==> src/lhc_pkg.sv <==
// Package for the LRU handle cache: sequencer states, list-operation
// contexts, action and status codes. No dependencies.
package lhc_pkg;

  typedef enum logic [3:0] {
    ST_IDLE,
    ST_SCAN,
    ST_CMP,
    ST_EV_RD,
    ST_EV_KEY,
    ST_UNL_RD,
    ST_UNL_WR,
    ST_APP_SET,
    ST_APP_LINK,
    ST_PUSH,
    ST_POP,
    ST_POP_NXT,
    ST_OPEN,
    ST_DONE
  } state_t;

  typedef enum logic [1:0] {
    CTX_MOVE,
    CTX_INSERT,
    CTX_RELEASE,
    CTX_EVICT
  } ctx_t;

  localparam logic [1:0] ACT_APPEND = 2'd0;
  localparam logic [1:0] ACT_TRUNC  = 2'd1;
  localparam logic [1:0] ACT_CLEAR  = 2'd2;

  localparam logic [2:0] STS_HIT      = 3'd0;
  localparam logic [2:0] STS_INSERTED = 3'd1;
  localparam logic [2:0] STS_OPENFAIL = 3'd2;
  localparam logic [2:0] STS_WRFAIL   = 3'd3;
  localparam logic [2:0] STS_INVAL    = 3'd4;
  localparam logic [2:0] STS_ABSENT   = 3'd5;
  localparam logic [2:0] STS_CLEARED  = 3'd6;

endpackage

==> src/lhc_key_mem.sv <==
// Key tag store of the LRU handle cache: one write port, one registered read.
// Depends on nothing.
module lhc_key_mem #(
  parameter int SLOTS = 8,
  parameter int KW    = 32,
  parameter int IW    = 3
) (
  input  logic          clk,
  input  logic          we,
  input  logic [IW-1:0] wa,
  input  logic [KW-1:0] wd,
  input  logic [IW-1:0] ra,
  output logic [KW-1:0] rd
);

  logic [KW-1:0] mem [SLOTS];

  always_ff @(posedge clk) begin
    if (we) begin
      mem[wa] <= wd;
    end
    rd <= mem[ra];
  end

endmodule

==> src/lhc_link_mem.sv <==
// Link store of the LRU handle cache: previous and next link memories, each
// with one write port, read together at one address. Depends on nothing.
module lhc_link_mem #(
  parameter int SLOTS = 8,
  parameter int IW    = 3
) (
  input  logic        clk,
  input  logic [IW-1:0] ra,
  input  logic        prev_we,
  input  logic [IW-1:0] prev_wa,
  input  logic [IW:0] prev_wd,
  input  logic        next_we,
  input  logic [IW-1:0] next_wa,
  input  logic [IW:0] next_wd,
  output logic [IW:0] prev_rd,
  output logic [IW:0] next_rd
);

  logic [IW:0] prev_mem [SLOTS];
  logic [IW:0] next_mem [SLOTS];

  always_ff @(posedge clk) begin
    if (prev_we) begin
      prev_mem[prev_wa] <= prev_wd;
    end
    if (next_we) begin
      next_mem[next_wa] <= next_wd;
    end
    prev_rd <= prev_mem[ra];
    next_rd <= next_mem[ra];
  end

endmodule

==> src/lru_handle_cache_unit.sv <==
// Top level of the LRU handle cache: sequencer, slot bookkeeping and result
// register. Depends on lhc_pkg, lhc_key_mem and lhc_link_mem.
//
// Usage: one request enters on the in_ channel (action, key, open_ok,
// write_ok) and gives exactly one result on the out_ channel. A request is
// taken when in_valid is high and in_stall is low; a result is taken when
// out_valid is high and out_stall is low.
// The block works on one request at a time. A lookup reads the key memory
// one slot at a time, a scan state and a compare state per slot, and the
// list updates read link pairs from the link memories. A clear or an
// unused action goes straight to the result without a lookup.
// The result sits in an output register: the next request is accepted while
// a result waits, and its own result is held in the sequencer until the
// output register is free, so out_stall only delays, never drops.
// Reset (rst_n low, synchronous) empties the cache and the output register.
// No memory needs a clearing pass: a fill counter hands out never-used slots,
// valid bits mask unwritten keys, and only written links are ever used.
module lru_handle_cache_unit #(
  parameter int SLOTS    = 8,
  parameter int KEY_BITS = 32
) (
  input  logic        clk,
  input  logic        rst_n,
  input  logic        in_valid,
  output logic        in_stall,
  input  logic [1:0]  in_action,
  input  logic [31:0] in_key,
  input  logic        in_open_ok,
  input  logic        in_write_ok,
  output logic        out_valid,
  input  logic        out_stall,
  output logic [2:0]  out_status,
  output logic [2:0]  out_slot,
  output logic        out_evicted,
  output logic [31:0] out_evicted_key,
  output logic [3:0]  out_entries
);

  localparam int IW = (SLOTS > 1) ? $clog2(SLOTS) : 1;
  localparam int CW = $clog2(SLOTS + 1);
  localparam int KW = (KEY_BITS < 32) ? KEY_BITS : 32;
  localparam logic [IW:0] NIL = {1'b1, {IW{1'b0}}};

  lhc_pkg::state_t state_r, state_nxt;
  lhc_pkg::ctx_t   ctx_r, ctx_nxt;

  logic [IW-1:0] scan_r, scan_nxt;
  logic [IW-1:0] tgt_r, tgt_nxt;
  logic [KW-1:0] key_r, key_nxt;
  logic [1:0]    action_r, action_nxt;
  logic          open_ok_r, open_ok_nxt;
  logic          write_ok_r, write_ok_nxt;

  logic [2:0]    res_status_r, res_status_nxt;
  logic [IW-1:0] res_slot_r, res_slot_nxt;
  logic          res_evicted_r, res_evicted_nxt;
  logic [KW-1:0] res_ekey_r, res_ekey_nxt;

  logic [SLOTS-1:0] valid_r, valid_nxt;
  logic [IW:0]   free_head_r, free_head_nxt;
  logic [IW:0]   head_r, head_nxt;
  logic [IW:0]   tail_r, tail_nxt;
  logic [CW-1:0] count_r, count_nxt;
  logic [CW-1:0] fresh_r, fresh_nxt;

  logic          out_valid_r, out_valid_nxt;
  logic [2:0]    out_status_r;
  logic [2:0]    out_slot_r;
  logic          out_evicted_r;
  logic [31:0]   out_ekey_r;
  logic [3:0]    out_entries_r;

  logic          key_we;
  logic [IW-1:0] key_ra;
  logic [KW-1:0] key_rd;
  logic [IW-1:0] link_ra;
  logic          prev_we, next_we;
  logic [IW-1:0] prev_wa, next_wa;
  logic [IW:0]   prev_wd, next_wd;
  logic [IW:0]   prev_rd, next_rd;

  logic          in_fire;
  logic          res_load;
  logic          match;
  logic          scan_last;
  logic          fh_fresh;
  logic [CW-1:0] fresh_inc;

  assign in_fire   = in_valid && (state_r == lhc_pkg::ST_IDLE);
  assign res_load  = (state_r == lhc_pkg::ST_DONE) && (!out_valid_r || !out_stall);
  assign match     = valid_r[scan_r] && (key_rd == key_r);
  assign scan_last = (scan_r == IW'(SLOTS - 1));
  assign fh_fresh  = (CW'(free_head_r[IW-1:0]) == fresh_r);
  assign fresh_inc = fresh_r + CW'(1);
  assign key_ra    = (state_r == lhc_pkg::ST_EV_RD) ? tgt_r : scan_r;
  assign link_ra   = (state_r == lhc_pkg::ST_POP) ? free_head_r[IW-1:0] : tgt_r;

  lhc_key_mem #(.SLOTS(SLOTS), .KW(KW), .IW(IW)) u_key_mem (
    .clk (clk),
    .we  (key_we),
    .wa  (tgt_r),
    .wd  (key_r),
    .ra  (key_ra),
    .rd  (key_rd)
  );

  lhc_link_mem #(.SLOTS(SLOTS), .IW(IW)) u_link_mem (
    .clk     (clk),
    .ra      (link_ra),
    .prev_we (prev_we),
    .prev_wa (prev_wa),
    .prev_wd (prev_wd),
    .next_we (next_we),
    .next_wa (next_wa),
    .next_wd (next_wd),
    .prev_rd (prev_rd),
    .next_rd (next_rd)
  );

  // Next state.
  always_comb begin
    state_nxt = state_r;
    unique case (state_r)
      lhc_pkg::ST_IDLE: begin
        if (in_valid) begin
          if (in_action == lhc_pkg::ACT_APPEND || in_action == lhc_pkg::ACT_TRUNC) begin
            state_nxt = lhc_pkg::ST_SCAN;
          end else begin
            state_nxt = lhc_pkg::ST_DONE;
          end
        end
      end
      lhc_pkg::ST_SCAN: state_nxt = lhc_pkg::ST_CMP;
      lhc_pkg::ST_CMP: begin
        if (match) begin
          if (action_r == lhc_pkg::ACT_APPEND && tail_r == {1'b0, scan_r} && write_ok_r) begin
            state_nxt = lhc_pkg::ST_DONE;
          end else begin
            state_nxt = lhc_pkg::ST_UNL_RD;
          end
        end else if (!scan_last) begin
          state_nxt = lhc_pkg::ST_SCAN;
        end else if (action_r != lhc_pkg::ACT_APPEND) begin
          state_nxt = lhc_pkg::ST_DONE;
        end else if (!free_head_r[IW]) begin
          state_nxt = lhc_pkg::ST_POP;
        end else if (!head_r[IW]) begin
          state_nxt = lhc_pkg::ST_EV_RD;
        end else begin
          state_nxt = lhc_pkg::ST_DONE;
        end
      end
      lhc_pkg::ST_EV_RD:  state_nxt = lhc_pkg::ST_EV_KEY;
      lhc_pkg::ST_EV_KEY: state_nxt = lhc_pkg::ST_UNL_RD;
      lhc_pkg::ST_UNL_RD: state_nxt = lhc_pkg::ST_UNL_WR;
      lhc_pkg::ST_UNL_WR: begin
        state_nxt = (ctx_r == lhc_pkg::CTX_MOVE) ? lhc_pkg::ST_APP_SET : lhc_pkg::ST_PUSH;
      end
      lhc_pkg::ST_APP_SET:  state_nxt = lhc_pkg::ST_APP_LINK;
      lhc_pkg::ST_APP_LINK: state_nxt = write_ok_r ? lhc_pkg::ST_DONE : lhc_pkg::ST_UNL_RD;
      lhc_pkg::ST_PUSH: begin
        state_nxt = (ctx_r == lhc_pkg::CTX_EVICT) ? lhc_pkg::ST_POP : lhc_pkg::ST_DONE;
      end
      lhc_pkg::ST_POP: begin
        if (free_head_r[IW]) begin
          state_nxt = lhc_pkg::ST_DONE;
        end else if (fh_fresh) begin
          state_nxt = lhc_pkg::ST_OPEN;
        end else begin
          state_nxt = lhc_pkg::ST_POP_NXT;
        end
      end
      lhc_pkg::ST_POP_NXT: state_nxt = lhc_pkg::ST_OPEN;
      lhc_pkg::ST_OPEN:    state_nxt = open_ok_r ? lhc_pkg::ST_APP_SET : lhc_pkg::ST_DONE;
      lhc_pkg::ST_DONE: begin
        if (res_load) begin
          state_nxt = lhc_pkg::ST_IDLE;
        end
      end
      default: state_nxt = lhc_pkg::ST_IDLE;
    endcase
  end

  // Datapath and memory controls for each state.
  always_comb begin
    ctx_nxt         = ctx_r;
    scan_nxt        = scan_r;
    tgt_nxt         = tgt_r;
    key_nxt         = key_r;
    action_nxt      = action_r;
    open_ok_nxt     = open_ok_r;
    write_ok_nxt    = write_ok_r;
    res_status_nxt  = res_status_r;
    res_slot_nxt    = res_slot_r;
    res_evicted_nxt = res_evicted_r;
    res_ekey_nxt    = res_ekey_r;
    valid_nxt       = valid_r;
    free_head_nxt   = free_head_r;
    head_nxt        = head_r;
    tail_nxt        = tail_r;
    count_nxt       = count_r;
    fresh_nxt       = fresh_r;
    key_we          = 1'b0;
    prev_we         = 1'b0;
    prev_wa         = tgt_r;
    prev_wd         = tail_r;
    next_we         = 1'b0;
    next_wa         = tgt_r;
    next_wd         = NIL;
    unique case (state_r)
      lhc_pkg::ST_IDLE: begin
        if (in_fire) begin
          key_nxt         = KW'(in_key);
          action_nxt      = in_action;
          open_ok_nxt     = in_open_ok;
          write_ok_nxt    = in_write_ok;
          scan_nxt        = '0;
          res_status_nxt  = lhc_pkg::STS_ABSENT;
          res_slot_nxt    = '0;
          res_evicted_nxt = 1'b0;
          res_ekey_nxt    = '0;
          if (in_action == lhc_pkg::ACT_CLEAR) begin
            res_status_nxt = lhc_pkg::STS_CLEARED;
            valid_nxt      = '0;
            free_head_nxt  = '0;
            head_nxt       = NIL;
            tail_nxt       = NIL;
            count_nxt      = '0;
            fresh_nxt      = '0;
          end
        end
      end
      lhc_pkg::ST_CMP: begin
        if (match) begin
          tgt_nxt      = scan_r;
          res_slot_nxt = scan_r;
          if (action_r == lhc_pkg::ACT_TRUNC) begin
            res_status_nxt = lhc_pkg::STS_INVAL;
            ctx_nxt        = lhc_pkg::CTX_RELEASE;
          end else if (tail_r == {1'b0, scan_r}) begin
            // Already most recent: only a failed write changes anything.
            res_status_nxt = write_ok_r ? lhc_pkg::STS_HIT : lhc_pkg::STS_WRFAIL;
            ctx_nxt        = lhc_pkg::CTX_RELEASE;
          end else begin
            res_status_nxt = lhc_pkg::STS_HIT;
            ctx_nxt        = lhc_pkg::CTX_MOVE;
          end
        end else if (!scan_last) begin
          scan_nxt = scan_r + IW'(1);
        end else if (action_r == lhc_pkg::ACT_APPEND) begin
          tgt_nxt = head_r[IW-1:0];
          if (free_head_r[IW] && head_r[IW]) begin
            res_status_nxt = lhc_pkg::STS_OPENFAIL;
          end
        end
      end
      lhc_pkg::ST_EV_KEY: begin
        res_evicted_nxt = 1'b1;
        res_ekey_nxt    = key_rd;
        ctx_nxt         = lhc_pkg::CTX_EVICT;
      end
      lhc_pkg::ST_UNL_WR: begin
        if (!prev_rd[IW]) begin
          next_we = 1'b1;
          next_wa = prev_rd[IW-1:0];
          next_wd = next_rd;
        end else begin
          head_nxt = next_rd;
        end
        if (!next_rd[IW]) begin
          prev_we = 1'b1;
          prev_wa = next_rd[IW-1:0];
          prev_wd = prev_rd;
        end else begin
          tail_nxt = prev_rd;
        end
      end
      lhc_pkg::ST_APP_SET: begin
        prev_we = 1'b1;
        prev_wa = tgt_r;
        prev_wd = tail_r;
        next_we = 1'b1;
        next_wa = tgt_r;
        next_wd = NIL;
      end
      lhc_pkg::ST_APP_LINK: begin
        if (!tail_r[IW]) begin
          next_we = 1'b1;
          next_wa = tail_r[IW-1:0];
          next_wd = {1'b0, tgt_r};
        end else begin
          head_nxt = {1'b0, tgt_r};
        end
        tail_nxt = {1'b0, tgt_r};
        if (!write_ok_r) begin
          res_status_nxt = lhc_pkg::STS_WRFAIL;
          ctx_nxt        = lhc_pkg::CTX_RELEASE;
        end
      end
      lhc_pkg::ST_PUSH: begin
        next_we          = 1'b1;
        next_wa          = tgt_r;
        next_wd          = free_head_r;
        free_head_nxt    = {1'b0, tgt_r};
        valid_nxt[tgt_r] = 1'b0;
        count_nxt        = count_r - CW'(1);
      end
      lhc_pkg::ST_POP: begin
        if (free_head_r[IW]) begin
          res_status_nxt = lhc_pkg::STS_OPENFAIL;
        end else begin
          tgt_nxt      = free_head_r[IW-1:0];
          res_slot_nxt = free_head_r[IW-1:0];
          // A never-used slot chains to the next never-used one.
          if (fh_fresh) begin
            fresh_nxt     = fresh_inc;
            free_head_nxt = (fresh_inc == CW'(SLOTS)) ? NIL : {1'b0, IW'(fresh_inc)};
          end
        end
      end
      lhc_pkg::ST_POP_NXT: begin
        free_head_nxt = next_rd;
      end
      lhc_pkg::ST_OPEN: begin
        if (!open_ok_r) begin
          next_we        = 1'b1;
          next_wa        = tgt_r;
          next_wd        = free_head_r;
          free_head_nxt  = {1'b0, tgt_r};
          res_status_nxt = lhc_pkg::STS_OPENFAIL;
        end else begin
          key_we           = 1'b1;
          valid_nxt[tgt_r] = 1'b1;
          count_nxt        = count_r + CW'(1);
          res_status_nxt   = lhc_pkg::STS_INSERTED;
          ctx_nxt          = lhc_pkg::CTX_INSERT;
        end
      end
      default: begin
      end
    endcase
  end

  always_comb begin
    out_valid_nxt = out_valid_r;
    if (res_load) begin
      out_valid_nxt = 1'b1;
    end else if (!out_stall) begin
      out_valid_nxt = 1'b0;
    end
  end

  always_ff @(posedge clk) begin
    if (!rst_n) begin
      state_r     <= lhc_pkg::ST_IDLE;
      ctx_r       <= lhc_pkg::CTX_MOVE;
      valid_r     <= '0;
      free_head_r <= '0;
      head_r      <= NIL;
      tail_r      <= NIL;
      count_r     <= '0;
      fresh_r     <= '0;
      out_valid_r <= 1'b0;
    end else begin
      state_r     <= state_nxt;
      ctx_r       <= ctx_nxt;
      valid_r     <= valid_nxt;
      free_head_r <= free_head_nxt;
      head_r      <= head_nxt;
      tail_r      <= tail_nxt;
      count_r     <= count_nxt;
      fresh_r     <= fresh_nxt;
      out_valid_r <= out_valid_nxt;
    end
  end

  always_ff @(posedge clk) begin
    scan_r        <= scan_nxt;
    tgt_r         <= tgt_nxt;
    key_r         <= key_nxt;
    action_r      <= action_nxt;
    open_ok_r     <= open_ok_nxt;
    write_ok_r    <= write_ok_nxt;
    res_status_r  <= res_status_nxt;
    res_slot_r    <= res_slot_nxt;
    res_evicted_r <= res_evicted_nxt;
    res_ekey_r    <= res_ekey_nxt;
    if (res_load) begin
      out_status_r  <= res_status_r;
      out_slot_r    <= 3'(res_slot_r);
      out_evicted_r <= res_evicted_r;
      out_ekey_r    <= 32'(res_ekey_r);
      out_entries_r <= 4'(count_r);
    end
  end

  assign in_stall        = (state_r != lhc_pkg::ST_IDLE);
  assign out_valid       = out_valid_r;
  assign out_status      = out_status_r;
  assign out_slot        = out_slot_r;
  assign out_evicted     = out_evicted_r;
  assign out_evicted_key = out_ekey_r;
  assign out_entries     = out_entries_r;

endmodule
==> config.mk <==
export PLATFORM = sky130hd
export DESIGN_NAME = lru_handle_cache_unit
export DESIGN_NICKNAME = d
export VERILOG_FILES = /design/src/lhc_pkg.sv /design/src/lhc_key_mem.sv /design/src/lhc_link_mem.sv /design/src/lru_handle_cache_unit.sv
export SDC_FILE = /design/constraint.sdc
export NUM_CORES = 1
export LEC_CHECK = 0
export BUFFER_PORTS_ARGS = -buffer_cell sky130_fd_sc_hd__buf_4
export CAP_MARGIN = 15
export CORE_MARGIN = 3
export CORE_UTILIZATION = 35
export DETAILED_ROUTE_END_ITERATION = 8
export GPL_TIMING_DRIVEN = 0
export PLACE_DENSITY = 0.46
export SKIP_LAST_GASP = 1
export SLEW_MARGIN = 10
export SYNTH_ARGS = -nofsm -noshare
export SYNTH_HDL_FRONTEND = slang
export SYNTH_SLANG_ARGS = --single-unit
==> constraint.sdc <==
create_clock -name clk -period 4.91 [get_ports clk]
set_clock_uncertainty 0.1 [all_clocks]
set_input_delay 0.982 -clock clk [delete_from_list [all_inputs] [get_ports clk]]
set_output_delay 0.982 -clock clk [all_outputs]
set_load 0.02 [all_outputs]
==> flow_summary.toml <==
[floorplan]
start_util_pct = 35.6
coreArea_sq_mm = 0.0567
ioPinCount = 85
dieArea_sq_mm = 0.0606
fp.dieW_um = 246
rows = 87
die_h_um = 246

[routing]
drt_first_pass_iters = 7
vias_per_cell = 5.17
wirelength_um = 49300
wl_per_cell_um = 23.4
first_iter_violations = 917
dr_total_vias = 10900
drc = 0
ant_nets = 0

[clocking]
cts_sinks = 519
ctsHoldBuffers = 0
tritoncts = "built"
clk_latency_ns = 0.63
clkSlewWorstSetupHoldPaths_ns = 0.06
post_cts_resized = 0
cts_setup_buffers = 0
htreeDepth = 2
cts_buffers = 57
cts-root-buf = "clkbuf_16"
clockBufferDepth = 3

[logic_synthesis]
yosysWarningCount = 0
ys_async_sr_fraction_pct = 0
yosys_most_used_dff = "edfxtp_1"
synthDistinctLibCells = 71
synth-seq-area-share_pct = 73.4
synth_cells = 1145
synth_area_per_cell_sq_um = 17.6
synth-edff-count = 444
synth_area_sq_mm = 0.0202
synth-seq-cells = 519
syn_nets = 1191

[sta]
final_max_slew_viol_count = 0
grt_setup_unrepaired = "false"
setup_ws_ns = 1.47
hold_violations = 0
worst_slew_margin_rel_pct = 26.3
setup_viol = 0
post-route-period-util_pct = 70.1
tns_ns = 0
min_period_ns = 3.44
fmax_mhz = 291
worstMarginPinSlew_ns = 1.10

[placement]
hpwl_um = 32000
dp_slack_ns = 1.17
gp_congestion = 0.878
io_buffers = 84
dpl-instance-area_sq_mm = 0.0221

[final_layout]
drive_gt1_share_pct = 25.0
mostFrequentLayoutCell = "edfxtp_1"
nFillCells = 5102
regArea_sq_mm = 0.0148
area_growth_syn_to_layout_pct = 18.2
fin_area_sq_mm = 0.0239
multi_input_area_sq_mm = 0.00507
final_cell_mix = "444 x edfxtp_1, 86 x buf_4, 82 x mux4_2"
diodes = 0
fin_nets = 1347

[power_and_ir_drop]
p_leak_uw = 0.00795
cellPowerDensity_mw_per_mm2 = 563
p_total_uw = 13500
ir_drop_mv = 0.284

[worst_setup_path]
rr_worst_depth = 6
startpoint = "state_r[3]"
crit_type = "flip-flop to flip-flop"
end_kind = "flip-flop"
critPathLaunchType = "flip-flop"
path_buf_inv = 3
r2r_slack_ns = 1.47
critPathTopFamily = "simple AND/OR/NAND/NOR gates"
required_ns = 5.10
r2r-end = "res_ekey_r[3]"
crit_end = "res_ekey_r[3]"
cpMaxStageDelayCell = "nor4_1"
cp.depth = 6
crit_path_cell_trace = "buf_4 -> nor4_1 -> and2_0 -> clkbuf_4 -> or2_2 -> buf_12"
cp_max_fo = 41
critical_path.max_stage_delay_ns = 0.77
crit_arrival_ns = 3.64
r2r-start = "state_r[3]"

[grt]
antenna_found_initial = 0
grt_max_degree = 42
grt_pass1_vias = 11200
overflow = 0
track_usage_pct = 16.5
grt_pass1_wl_um = 73700

[outcome]
outcome = "completed"

[hold_path]
holdCritPathClass = "flip-flop to flip-flop"

[job]
maxCapViolCount = 0
[cells by family after synthesis]
group,share of synthesized area [%]
AO/OA/AOI/OAI,4.11
XOR/XNOR,1.78
adder cells (fa/ha/maj),0.409
buffers and inverters,1.63
flip-flops,73.4
multiplexers,12.6
AND/OR/NAND/NOR,6.02
[power breakdown]
part | total [uW] | leakage (uW) | switching, uW | internal (uW)
Sequential | 6130 | 0.00465 | 445 | 5680
Combinational | 3270 | 0.00246 | 1890 | 1380
Clock | 4050 | 0.000841 | 1720 | 2320
[metrics by stage]
stage / cells / utilization, % / hold WS, ns
3_5_place_dp: 1997 / 39.0 / 0.306
4_1_cts: 2103 / 42.1 / 0.302
6_report: 2104 / 42.1 / 0.294
3_3_place_gp: 1985 / 38.4 / 0.303
5_1_grt: 2104 / 42.1 / 0.315
2_1_floorplan: 1145 / - / 0.300
[area by class of cell]
class / count / area share (%)
Multi-Input combinational cell: 559 / 21.2
Timing Repair Buffer: 97 / 3.89
Sequential cell: 519 / 62.1
Inverter: 13 / 0.204
Clock buffer: 81 / 6.39
Clock inverter: 25 / 1.03
Buffer: 54 / 1.19
Tap cell: 756 / 3.96
[Yosys cell counts, drive strengths merged, types with 12 or more instances]
| master | n | share of area (%) |
|---|---|---|
| a21oi | 35 | 0.87 |
| and3 | 37 | 1.1 |
| buf | 20 | 0.76 |
| clkbuf | 34 | 0.63 |
| dfxtp | 75 | 7.4 |
| edfxtp | 444 | 66 |
| inv | 13 | 0.24 |
| mux2 | 46 | 2.6 |
| mux2i | 18 | 0.91 |
| mux4 | 82 | 9.1 |
| nand2 | 63 | 1.2 |
| nand3 | 12 | 0.30 |
| nor2 | 65 | 1.3 |
| o21ai | 29 | 0.72 |
| xnor2 | 33 | 1.4 |
[worst min-delay path by stage]
stage                                to            from  slack (ns)  depth (start not counted)
CTS                  out_evicted_key[1]   res_ekey_r[1]        0.30                          0
detailed placement  out_evicted_key[23]  res_ekey_r[23]        0.31                          0
global placement    out_evicted_key[30]  res_ekey_r[30]        0.30                          0
floorplan                   out_evicted   res_evicted_r        0.30                          0
global route         out_evicted_key[1]   res_ekey_r[1]        0.32                          0
finish               out_evicted_key[1]   res_ekey_r[1]        0.29                          0
[state kept, by name, summed over array words and instances (netlist names), 4 cells and up]
register	count
tail_r	4
u_key_mem.rd	32
state_r	4
key_r	32
u_link_mem.prev_mem	32
out_entries	4
head_r	4
u_link_mem.next_mem	32
count_r	4
fresh_r	4
u_link_mem.next_rd	4
out_evicted_key	32
free_head_r	4
res_ekey_r	32
u_link_mem.prev_rd	4
valid_r	8
u_key_mem.mem	256
[layer usage]
metal  track usage, %  vias to the layer above  routed length [um]
li1                 -                     4841                   -
met1             23.9                     5600               22900
met2             25.8                      345               22800
met3             2.93                       83                2660
met4             3.99                        0                 985
met5                0                        -                   0
Power figures use the tool's default switching activity.
